**src/design/qsb_pkg.sv**
```systemverilog
// ----------------------------------------------------------------------------
// qsb_pkg
// Operation and status codes shared by the multi-queue shared buffer.
// ----------------------------------------------------------------------------
package qsb_pkg;

   typedef logic [1:0] op_type;
   typedef logic [1:0] status_type;

   localparam op_type OP_ENQ  = 2'd0;
   localparam op_type OP_DEQ  = 2'd1;
   localparam op_type OP_PEEK = 2'd2;

   localparam status_type STAT_OK    = 2'd0;
   localparam status_type STAT_FULL  = 2'd1;
   localparam status_type STAT_EMPTY = 2'd2;

endpackage

```
**src/design/multi_queue_shared_buffer.sv**
```systemverilog
// ----------------------------------------------------------------------------
// multi_queue_shared_buffer
// Several FIFO queues kept as linked lists in one shared payload store, with
// freed entries on a linked free list and untouched ones handed out in order.
// ----------------------------------------------------------------------------
//  channel   direction   handshake              payload
//  req_      in          req_valid/req_ready    operation, queue_id, data_in
//  rsp_      out         rsp_valid/rsp_ready    data_out, status
//
//  Each word is handled in S_IDLE, which reads the link and payload RAMs at
//  the head or free pointer, and then in S_EXEC, which writes the link RAM back
//  and updates the pointers. One word is in flight at a time.
//  A word may be accepted while the previous result waits on rsp_ready; its
//  S_EXEC step then holds until the result register drains.
//  Reset is synchronous and takes effect at once; no clearing pass is needed.
// ----------------------------------------------------------------------------
module multi_queue_shared_buffer #(
   parameter int ENTRIES    = 16,
   parameter int QUEUES     = 4,
   parameter int DATA_WIDTH = 32
) (
   input  logic                         clock,
   input  logic                         reset,
   input  logic                         req_valid,
   output logic                         req_ready,
   input  logic [1:0]                   req_operation,
   input  logic [1:0]                   req_queue_id,
   input  logic signed [DATA_WIDTH-1:0] req_data_in,
   output logic                         rsp_valid,
   input  logic                         rsp_ready,
   output logic signed [DATA_WIDTH-1:0] rsp_data_out,
   output logic [1:0]                   rsp_status
);

   localparam int PW = $clog2(ENTRIES + 1);
   localparam int AW = $clog2(ENTRIES);
   localparam int QN = (QUEUES < 4) ? QUEUES : 4;
   localparam int QW = (QN > 1) ? $clog2(QN) : 1;
   localparam logic [PW-1:0] NIL = PW'(ENTRIES);

   typedef enum logic {S_IDLE, S_EXEC} state_type;

   state_type                 state_ff, state_in;
   qsb_pkg::op_type           op_ff, op_in;
   logic [QW-1:0]             q_ff, q_in;
   logic [PW-1:0]             slot_ff, slot_in;
   logic                      hit_ff, hit_in;
   logic                      was_empty_ff, was_empty_in;
   qsb_pkg::status_type       status_ff, status_in;
   logic [PW-1:0]             head_ff [QN];
   logic [PW-1:0]             head_in [QN];
   logic [PW-1:0]             tail_ff [QN];
   logic [PW-1:0]             tail_in [QN];
   logic [PW-1:0]             free_ff, free_in;
   logic [PW-1:0]             fresh_ff, fresh_in;
   logic                      rsp_valid_ff, rsp_valid_in;
   logic [DATA_WIDTH-1:0]     rsp_data_ff, rsp_data_in;
   qsb_pkg::status_type       rsp_status_ff, rsp_status_in;

   logic                      accept;
   logic                      q_ok;
   logic [QW-1:0]             q_idx;
   logic                      is_enq;
   logic                      is_rd;
   logic [PW-1:0]             slot;
   logic                      go;
   qsb_pkg::status_type       status_now;
   logic                      advance;

   logic                      link_we;
   logic [AW-1:0]             link_wa;
   logic [PW-1:0]             link_wd;
   logic [PW-1:0]             link_rd;
   logic                      pay_we;
   logic [DATA_WIDTH-1:0]     pay_rd;

   assign req_ready    = (state_ff == S_IDLE);
   assign accept       = req_valid && req_ready;
   assign rsp_valid    = rsp_valid_ff;
   assign rsp_data_out = rsp_data_ff;
   assign rsp_status   = rsp_status_ff;
   assign advance      = !rsp_valid_ff || rsp_ready;

   assign q_ok   = ({30'd0, req_queue_id} < 32'(QUEUES));
   assign q_idx  = q_ok ? QW'(req_queue_id) : '0;
   assign is_enq = (req_operation == qsb_pkg::OP_ENQ);
   assign is_rd  = req_operation inside {qsb_pkg::OP_DEQ, qsb_pkg::OP_PEEK};
   assign slot   = is_enq ? free_ff : head_ff[q_idx];
   assign go     = q_ok && (is_enq || is_rd) && (slot != NIL);

   always_comb begin
      if (!(is_enq || is_rd)) begin
         status_now = qsb_pkg::STAT_OK;
      end else if (!q_ok) begin
         status_now = qsb_pkg::STAT_EMPTY;
      end else if (slot == NIL) begin
         status_now = is_enq ? qsb_pkg::STAT_FULL : qsb_pkg::STAT_EMPTY;
      end else begin
         status_now = qsb_pkg::STAT_OK;
      end
   end

   qsb_ram #(.WIDTH(PW), .DEPTH(ENTRIES)) u_link_ram (
      .clock   (clock),
      .rd_en   (accept),
      .rd_addr (AW'(slot)),
      .rd_data (link_rd),
      .wr_en   (link_we),
      .wr_addr (link_wa),
      .wr_data (link_wd)
   );

   qsb_ram #(.WIDTH(DATA_WIDTH), .DEPTH(ENTRIES)) u_payload_ram (
      .clock   (clock),
      .rd_en   (accept),
      .rd_addr (AW'(slot)),
      .rd_data (pay_rd),
      .wr_en   (pay_we),
      .wr_addr (AW'(slot)),
      .wr_data (req_data_in)
   );

   always_comb begin
      state_in      = state_ff;
      op_in         = op_ff;
      q_in          = q_ff;
      slot_in       = slot_ff;
      hit_in        = hit_ff;
      was_empty_in  = was_empty_ff;
      status_in     = status_ff;
      head_in       = head_ff;
      tail_in       = tail_ff;
      free_in       = free_ff;
      fresh_in      = fresh_ff;
      rsp_valid_in  = rsp_valid_ff;
      rsp_data_in   = rsp_data_ff;
      rsp_status_in = rsp_status_ff;
      link_we       = 1'b0;
      link_wa       = AW'(slot);
      link_wd       = NIL;
      pay_we        = 1'b0;

      if (rsp_ready) begin
         rsp_valid_in = 1'b0;
      end

      case (state_ff)
         S_IDLE: begin
            if (req_valid) begin
               state_in     = S_EXEC;
               op_in        = req_operation;
               q_in         = q_idx;
               slot_in      = slot;
               hit_in       = go;
               was_empty_in = (head_ff[q_idx] == NIL);
               status_in    = status_now;
               // claim the slot: terminate its link and store the word
               if (go && is_enq) begin
                  link_we = 1'b1;
                  pay_we  = 1'b1;
               end
            end
         end
         S_EXEC: begin
            if (advance) begin
               state_in      = S_IDLE;
               rsp_valid_in  = 1'b1;
               rsp_status_in = status_ff;
               rsp_data_in   = (hit_ff && (op_ff != qsb_pkg::OP_ENQ)) ? pay_rd : '0;
               if (hit_ff && (op_ff == qsb_pkg::OP_ENQ)) begin
                  if (was_empty_ff) begin
                     head_in[q_ff] = slot_ff;
                  end else begin
                     link_we = 1'b1;
                     link_wa = AW'(tail_ff[q_ff]);
                     link_wd = slot_ff;
                  end
                  tail_in[q_ff] = slot_ff;
                  if (slot_ff == fresh_ff) begin
                     free_in  = slot_ff + PW'(1);
                     fresh_in = fresh_ff + PW'(1);
                  end else begin
                     free_in = link_rd;
                  end
               end else if (hit_ff && (op_ff == qsb_pkg::OP_DEQ)) begin
                  head_in[q_ff] = link_rd;
                  link_we       = 1'b1;
                  link_wa       = AW'(slot_ff);
                  link_wd       = free_ff;
                  free_in       = slot_ff;
               end
            end
         end
         default: begin
            state_in = S_IDLE;
         end
      endcase
   end

   always_ff @(posedge clock) begin
      if (reset) begin
         state_ff     <= S_IDLE;
         rsp_valid_ff <= 1'b0;
         free_ff      <= '0;
         fresh_ff     <= '0;
         for (int i = 0; i < QN; i++) begin
            head_ff[i] <= NIL;
            tail_ff[i] <= NIL;
         end
      end else begin
         state_ff     <= state_in;
         rsp_valid_ff <= rsp_valid_in;
         free_ff      <= free_in;
         fresh_ff     <= fresh_in;
         head_ff      <= head_in;
         tail_ff      <= tail_in;
      end
      op_ff         <= op_in;
      q_ff          <= q_in;
      slot_ff       <= slot_in;
      hit_ff        <= hit_in;
      was_empty_ff  <= was_empty_in;
      status_ff     <= status_in;
      rsp_data_ff   <= rsp_data_in;
      rsp_status_ff <= rsp_status_in;
   end

   a_rsp_from_exec: assert property (@(posedge clock) disable iff (reset)
      $rose(rsp_valid_ff) |-> $past(state_ff == S_EXEC))
      else $error("result raised outside the writeback cycle");

   a_full_means_no_free: assert property (@(posedge clock) disable iff (reset)
      (rsp_valid_ff && (rsp_status_ff == qsb_pkg::STAT_FULL)) |-> (free_ff == NIL))
      else $error("full reported while the free list is not empty");

   a_zero_on_error: assert property (@(posedge clock) disable iff (reset)
      (rsp_valid_ff && (rsp_status_ff != qsb_pkg::STAT_OK)) |-> (rsp_data_ff == '0))
      else $error("nonzero data with an error status");

   a_fresh_bound: assert property (@(posedge clock) disable iff (reset)
      (fresh_ff <= NIL) && ((free_ff <= fresh_ff) || (free_ff == NIL)))
      else $error("free pointer beyond the untouched region");

endmodule

```
**src/design/qsb_ram.sv**
```systemverilog
// ----------------------------------------------------------------------------
// qsb_ram
// Single-port-write, single-port-read synchronous RAM, read-first, with
// registered read data.
// ----------------------------------------------------------------------------
module qsb_ram #(
   parameter int WIDTH = 32,
   parameter int DEPTH = 16
) (
   input  logic                     clock,
   input  logic                     rd_en,
   input  logic [$clog2(DEPTH)-1:0] rd_addr,
   output logic [WIDTH-1:0]         rd_data,
   input  logic                     wr_en,
   input  logic [$clog2(DEPTH)-1:0] wr_addr,
   input  logic [WIDTH-1:0]         wr_data
);

   logic [WIDTH-1:0] mem_ff [DEPTH];

   always_ff @(posedge clock) begin
      if (rd_en) begin
         rd_data <= mem_ff[rd_addr];
      end
      if (wr_en) begin
         mem_ff[wr_addr] <= wr_data;
      end
   end

endmodule

```
**config.mk**
```make
export PLATFORM = sky130hd
export DESIGN_NAME = multi_queue_shared_buffer
export DESIGN_NICKNAME = d
export VERILOG_FILES = /design/src/design/qsb_pkg.sv /design/src/design/multi_queue_shared_buffer.sv /design/src/design/qsb_ram.sv
export SDC_FILE = /design/constraint.sdc
export NUM_CORES = 1
export LEC_CHECK = 0
export ABC_AREA = 1
export CORE_UTILIZATION = 50
export CTS_CLUSTER_SIZE = 8
export DETAILED_ROUTE_END_ITERATION = 16
export DONT_BUFFER_PORTS = 1
export PLACE_DENSITY = 0.78
export SETUP_SLACK_MARGIN = 0.5
export SLEW_MARGIN = 10
export SYNTH_ARGS = -nofsm -noshare
export SYNTH_HDL_FRONTEND = slang
export SYNTH_SLANG_ARGS = --single-unit
export TNS_END_PERCENT = 1
```
**constraint.sdc**
```tcl
create_clock -name clock -period 3.8 [get_ports clock]
set_clock_uncertainty 0.1 [all_clocks]
set_input_delay 0.76 -clock clock [delete_from_list [all_inputs] [get_ports clock]]
set_output_delay 0.76 -clock clock [all_outputs]
set_load 0.03 [all_outputs]
```
# Yosys cells after proc, flatten, opt, wreduce, memory -nomap -nowiden
# Memories as Yosys holds them, arrays and structs flattened. A register that Yosys moved wholly into a read port is not among the register bits.
# Index checks and enable logic that the tools add are counted.
# word_totals
register_bits	99
mem_bits_rw	592
output_inout_bits	36
inputBits	40
n_memories	2
# classes
bitwise	3
mux	47
n_eq_ne	8
order_cmp	3
add_sub_neg	2
n_reduce_logical	22
# mem_list
name	depth	width	rd	rd_clocked_by_memory_dff	write_ports	line	source
u_payload_ram.mem_ff	16	32	1	1	1	qsb_ram.sv:19	logic [WIDTH-1:0] mem_ff [DEPTH];
u_link_ram.mem_ff	16	5	1	1	1	qsb_ram.sv:19	
# ops
op	count
$bwmux 20	3
$mux 20	3
$mux 5	12
$mux 4	7
$bmux 5 s2	2
$mux 1	16
$add 5x1->5 const B	2
$demux 5 s2	1
$eq 5x5->1 const B	2
$reduce_and 4->1	2
$logic_and 1x1->1	7
$ge 3x3->1 const B	2
$not 2->3	2
$reduce_and 2->1	3
$reduce_and 3->1	2
$reduce_bool 2->1	3
$eq 5x5->1	1
$ne 5x5->1 const B	1
$eq 2x1->1 const B	2
$logic_not 2->1	2
$pmux 1 s2	2
$lt 3x1->1 const B	1
$eq 2x2->1 const B	1
$logic_or 1x1->1	2
4 further kinds	4

# Depth between registers and ports, before layout
# depth
depth_word	13
ltp_mapped	16

# Modules after synthesis
# A second synthesis with hierarchy kept.
# unflattened
cells_unflattened	2992
area_unflattened_um2	31156.1
# by_module_without_submodules
module	n_inst	cells_per_inst	seq_area_each_um2	area_per_inst_um2
qsb_ram (u_payload_ram)	1	2120	16335.7	23050.9
multi_queue_shared_buffer	1	515	2372.3	4383.0
qsb_ram (u_link_ram)	1	357	2552.4	3722.3

# Worst setup path after synthesis
# Ideal clock, no wire load.
# synth_path
path_type	in2reg
start	input req_queue_id[0]
end	memory u_payload_ram.mem_ff[13][0] (enable)
n_path_buf	2
t_arrival_ps	3180
required_time_ps	3279
path_stages	12
slack_ps	99
cell_sequence	buf_6 -> nand2_1 -> nand3_1 -> nand3_1 -> nand2_1 -> buf_4 -> nor2_1 -> nand3_1 -> nand2_1 -> inv_1 -> nand3_1 -> nor2_1
# synth_between
elab_chain_cells	13
# synth_lines
element	line	source
start: declaration	multi_queue_shared_buffer.sv:27	input logic [1:0] req_queue_id,
$not 2->3 (implied by the code) (*)	multi_queue_shared_buffer.sv:88	assign slot = is_enq ? free_ff : head_ff[q_idx];
$bmux 5 s2 (*)	multi_queue_shared_buffer.sv:88	
$mux 5 (implied by the code) (*) (2 in series)	multi_queue_shared_buffer.sv:88	
$mux 5 (*)	multi_queue_shared_buffer.sv:88	
$ne 5x5->1	multi_queue_shared_buffer.sv:89	assign go = q_ok && (is_enq || is_rd) && (slot != NIL);
$logic_and 1x1->1	multi_queue_shared_buffer.sv:89	
$logic_and 1x1->1	multi_queue_shared_buffer.sv:158	if (go && is_enq) begin
$mux 1	multi_queue_shared_buffer.sv:158	
$mux 1	multi_queue_shared_buffer.sv:149	if (req_valid) begin
$mux 1	multi_queue_shared_buffer.sv:147	case (state_ff)
$mux 1	qsb_ram.sv:25	if (wr_en) begin
$mux 1 (implied by the code)	qsb_ram.sv:26	mem_ff[wr_addr] <= wr_data;
end: declaration	qsb_ram.sv:19	
# Mark *: on every way between the ends. The rest lies on a longest branch, timed or not. The select of a mux whose other input is x is not followed.

# Final worst setup path
# layout_path
start	register head_ff[1] (netlist name)
end	memory u_payload_ram.mem_ff[13][7] (enable)
# layout_between
elab_chain_cells	12
# layout_lines
element	line	source
start: declaration	multi_queue_shared_buffer.sv:50	logic [PW-1:0] head_ff [QN];
start signal: assignment	multi_queue_shared_buffer.sv:215	head_ff <= head_in;
$bmux 5 s2 (*)	multi_queue_shared_buffer.sv:88	
$mux 5 (implied by the code) (*) (2 in series)	multi_queue_shared_buffer.sv:88	
$mux 5 (*)	multi_queue_shared_buffer.sv:88	
$ne 5x5->1	multi_queue_shared_buffer.sv:89	
$logic_and 1x1->1	multi_queue_shared_buffer.sv:89	
$logic_and 1x1->1	multi_queue_shared_buffer.sv:158	
$mux 1	multi_queue_shared_buffer.sv:158	
$mux 1	multi_queue_shared_buffer.sv:149	
$mux 1	multi_queue_shared_buffer.sv:147	
$mux 1	qsb_ram.sv:25	
$mux 1 (implied by the code)	qsb_ram.sv:26	
# Marks and branches as above.

==> impl_metrics.py <==
metrics = {
    "critical_path": {
        "critical_path_buf_inv_count": 3,
        "rr_startpoint": "head_ff[1]$_SDFFE_PP0P_",
        "cp_top_family": "simple AND/OR/NAND/NOR gates",
        "cp-start-kind": "flop",
        "path_cells": "nand2_1, nand3_1, nand3_1, nand2_8, nor2_1, nand3_1, nand2_1, inv_1, nand3_1, buf_4, nor2_4, buf_4",
        "cp-end-kind": "flop",
        "critPathKind": "flop to flop",
        "crit_arrival_ns": 3.27,
        "crit_start": "head_ff[1]$_SDFFE_PP0P_",
        "cp.required_ns": 4.06,
        "cp_max_fo": 26,
        "cpMostUsedCell": "nand3_1",
        "cpPeakStageDelay_ns": 0.87,
        "cp_slowest_cell": "nor2_4",
    },
    "route": {
        "drt_pass1_iterations": 6,
        "ant_nets": 0,
        "drt_iter0_markers": 2693,
        "wl_per_cell_um": 18.99,
        "vias": 20728,
        "wl_um": 72960,
        "drc": 0,
        "vias_per_cell": 5.395,
    },
    "global_route": {
        "grt_max_degree": 234,
        "grt_pass1_wl_um": 113000,
        "gr-total-overflow": 0,
        "globalRouteTotalUtil_pct": 23.55,
        "grt_pass1_vias": 20230,
        "antenna_found_initial": 0,
    },
    "place": {
        "place_congestion": 0.8666,
        "portBuffers": 0,
        "dp_hpwl_um": 39070,
        "dp.cells": 3711,
    },
    "sta": {
        "whs_ns": 0.09423,
        "slew_headroom_pct": 6.894,
        "rsz0062_at_grt": "no",
        "min_period_over_period_pct": 79.20,
        "slew_violations": 0,
        "min_period_ns": 3.009,
        "fin_tns_setup_ns": 0,
        "worstMarginPinSlew_ns": 1.397,
        "finalSetupViolCount": 0,
        "max_freq_mhz": 332.3,
        "hold_viol_final": 0,
    },
    "synthesis": {
        "syn_inst": 3002,
        "synth_area_leaders": "edfxtp_1 (67%), nand2_1 (21%), dfxtp_1 (3.2%)",
        "synth_top_area_cell": "edfxtp_1",
        "synthFlopType": "edfxtp_1",
        "synth_seq_cells": 724,
        "synthesis.area_mm2": 0.03036,
        "yosys_warnings": 0,
        "synth_top_area_share_pct": 66.87,
        "syn_nets": 3044,
        "async_flop_share_pct": 0,
        "postSynthAreaPerCell_um2": 10.11,
        "yosysMostFrequentCell": "nand2_1",
        "ys_top_cells_by_count": "nand2_1 (1705), edfxtp_1 (676), inv_1 (176)",
        "ys_seq_area_share_pct": 70.04,
        "synth.distinct_cells": 30,
        "synth_edf_count": 676,
    },
    "floorplanning": {
        "start_util_pct": 51.05,
        "row_count": 89,
        "fp.dieW_um": 248.4,
        "core-area_mm2": 0.05946,
        "die_h_um": 248.4,
        "die-area_mm2": 0.06170,
        "ios": 76,
    },
    "clocking": {
        "clk_pin_slew_ns": 0.05,
        "cts_buffer_depth": 3,
        "clk_latency_ns": 0.66,
        "cts_buffers": 100,
        "cts_hold_buf": 0,
        "h-tree-depth": 3,
        "cts_setup_buffers": 0,
        "cts_tree": "built",
        "cts_resized": 0,
        "cts.sinks": 724,
        "cts-root-buf": "clkbuf_16",
    },
    "pwr": {
        "p_per_area_mw_per_mm2": 530.4,
        "total_power_w": 0.01809,
        "irDropWorstVdd_mv": 0.4570,
        "p_leak_nw": 14.22,
    },
    "cells_and_area": {
        "fin_cells": 3842,
        "drive_above_1_share_pct": 6.745,
        "seq_area_mm2": 0.02126,
        "n_antenna_cell": 0,
        "nets": 3082,
        "multi_input_area_mm2": 0.007891,
        "fillers": 4711,
        "area_growth_pct": 12.34,
    },
    "status": {
        "outcome": "finished, final reports clean",
    },
    "flow_run": {
        "maxCapViolations": 0,
    },
    "worst_hold_path": {
        "holdCritPathClass": "primary input to flop",
        "worstHoldStart": "req_data_in[7]",
    },
}
## state kept, by name, summed over array words and instances (netlist names), 16 cells and up
| register | flops |
|---|---|
| rsp_data_out | 32 |
| u_link_ram.mem_ff | 80 |
| head_ff | 20 |
| u_payload_ram.mem_ff | 512 |
| u_payload_ram.rd_data | 32 |
| tail_ff | 16 |
## worst paths after layout
check	endpoint	slack [ns]	cells after the start
min reg2reg	rsp_status[0]$_DFFE_PP_	0.29	0
min	u_payload_ram.mem_ff[14][7]$_DFFE_PP_	0.09	0
max	u_payload_ram.mem_ff[13][7]$_DFFE_PP_	0.79	12
max reg2reg	u_payload_ram.mem_ff[13][7]$_DFFE_PP_	0.79	12
## through the flow
step	util, %	setup WS [ns]	instance area (um2)
after floorplan	-	0.09922	30360
after global placement	52.73	0.3034	31360
after detailed placement	52.73	0.2735	31360
after CTS	57.35	0.8500	34100
after global routing	57.35	0.6031	34100
final	57.35	0.7905	34100
## logic make-up after synthesis
| logic type | after synthesis | synth area share, % |
|---|---|---|
| DFF | 724 | 70.04 |
| buffers and inverters | 308 | 4.616 |
| AOI/OAI and AO/OA | 113 | 1.929 |
| and+or+nand+nor | 1848 | 23.13 |
| xor gates and xnor gates | 7 | 0.2020 |
| adders and majority gates | 2 | 0.08242 |
## cells in the final DEF, fill, tap and decap left out, types with 2 or more instances in the layout
| cell type | instances |
|---|---|
| nor2_1 | 69 |
| nand2_1 | 1704 |
| clkinv_16 | 3 |
| a21oi_1 | 51 |
| xor2_1 | 4 |
| nor3_1 | 3 |
| edfxtp_1 | 676 |
| clkbuf_1 | 22 |
| inv_1 | 174 |
| o21ai_1 | 2 |
| nor2_4 | 21 |
| nand2_8 | 2 |
| dfxtp_1 | 48 |
| nand2_2 | 2 |
| o22ai_1 | 3 |
| nand3_1 | 43 |
| a32oi_1 | 2 |
| inv_2 | 7 |
| clkbuf_16 | 100 |
| o21ai_0 | 51 |
| buf_12 | 7 |
| inv_6 | 2 |
| buf_4 | 55 |
| ha_1 | 2 |
| xnor2_1 | 3 |
## per-layer routing
metal | GRT usage [%] | up-vias | wire (um)
li1 | - | 9699 | -
met1 | 31.60 | 9698 | 28940
met2 | 38.21 | 1152 | 34520
met3 | 4.784 | 179 | 7216
met4 | 8.394 | 0 | 2285
met5 | 0 | - | 0
## report_power, final
part	total, W	internal [W]	switching [W]
Combinational	0.00114	0.000295	0.000847
Sequential	0.00898	0.00887	0.000110
Clock	0.00796	0.00474	0.00322
## cell type report
| type | count | area share [%] |
|---|---|---|
| clock buffer | 123 | 7.620 |
| timing repair buffer | 62 | 1.622 |
| multi-input combinational | 1970 | 23.14 |
| sequential | 724 | 62.34 |
| inverter | 182 | 2.010 |
| clock inverter | 8 | 0.4329 |
| tap | 773 | 2.836 |
(Power assumes the default switching activity.)
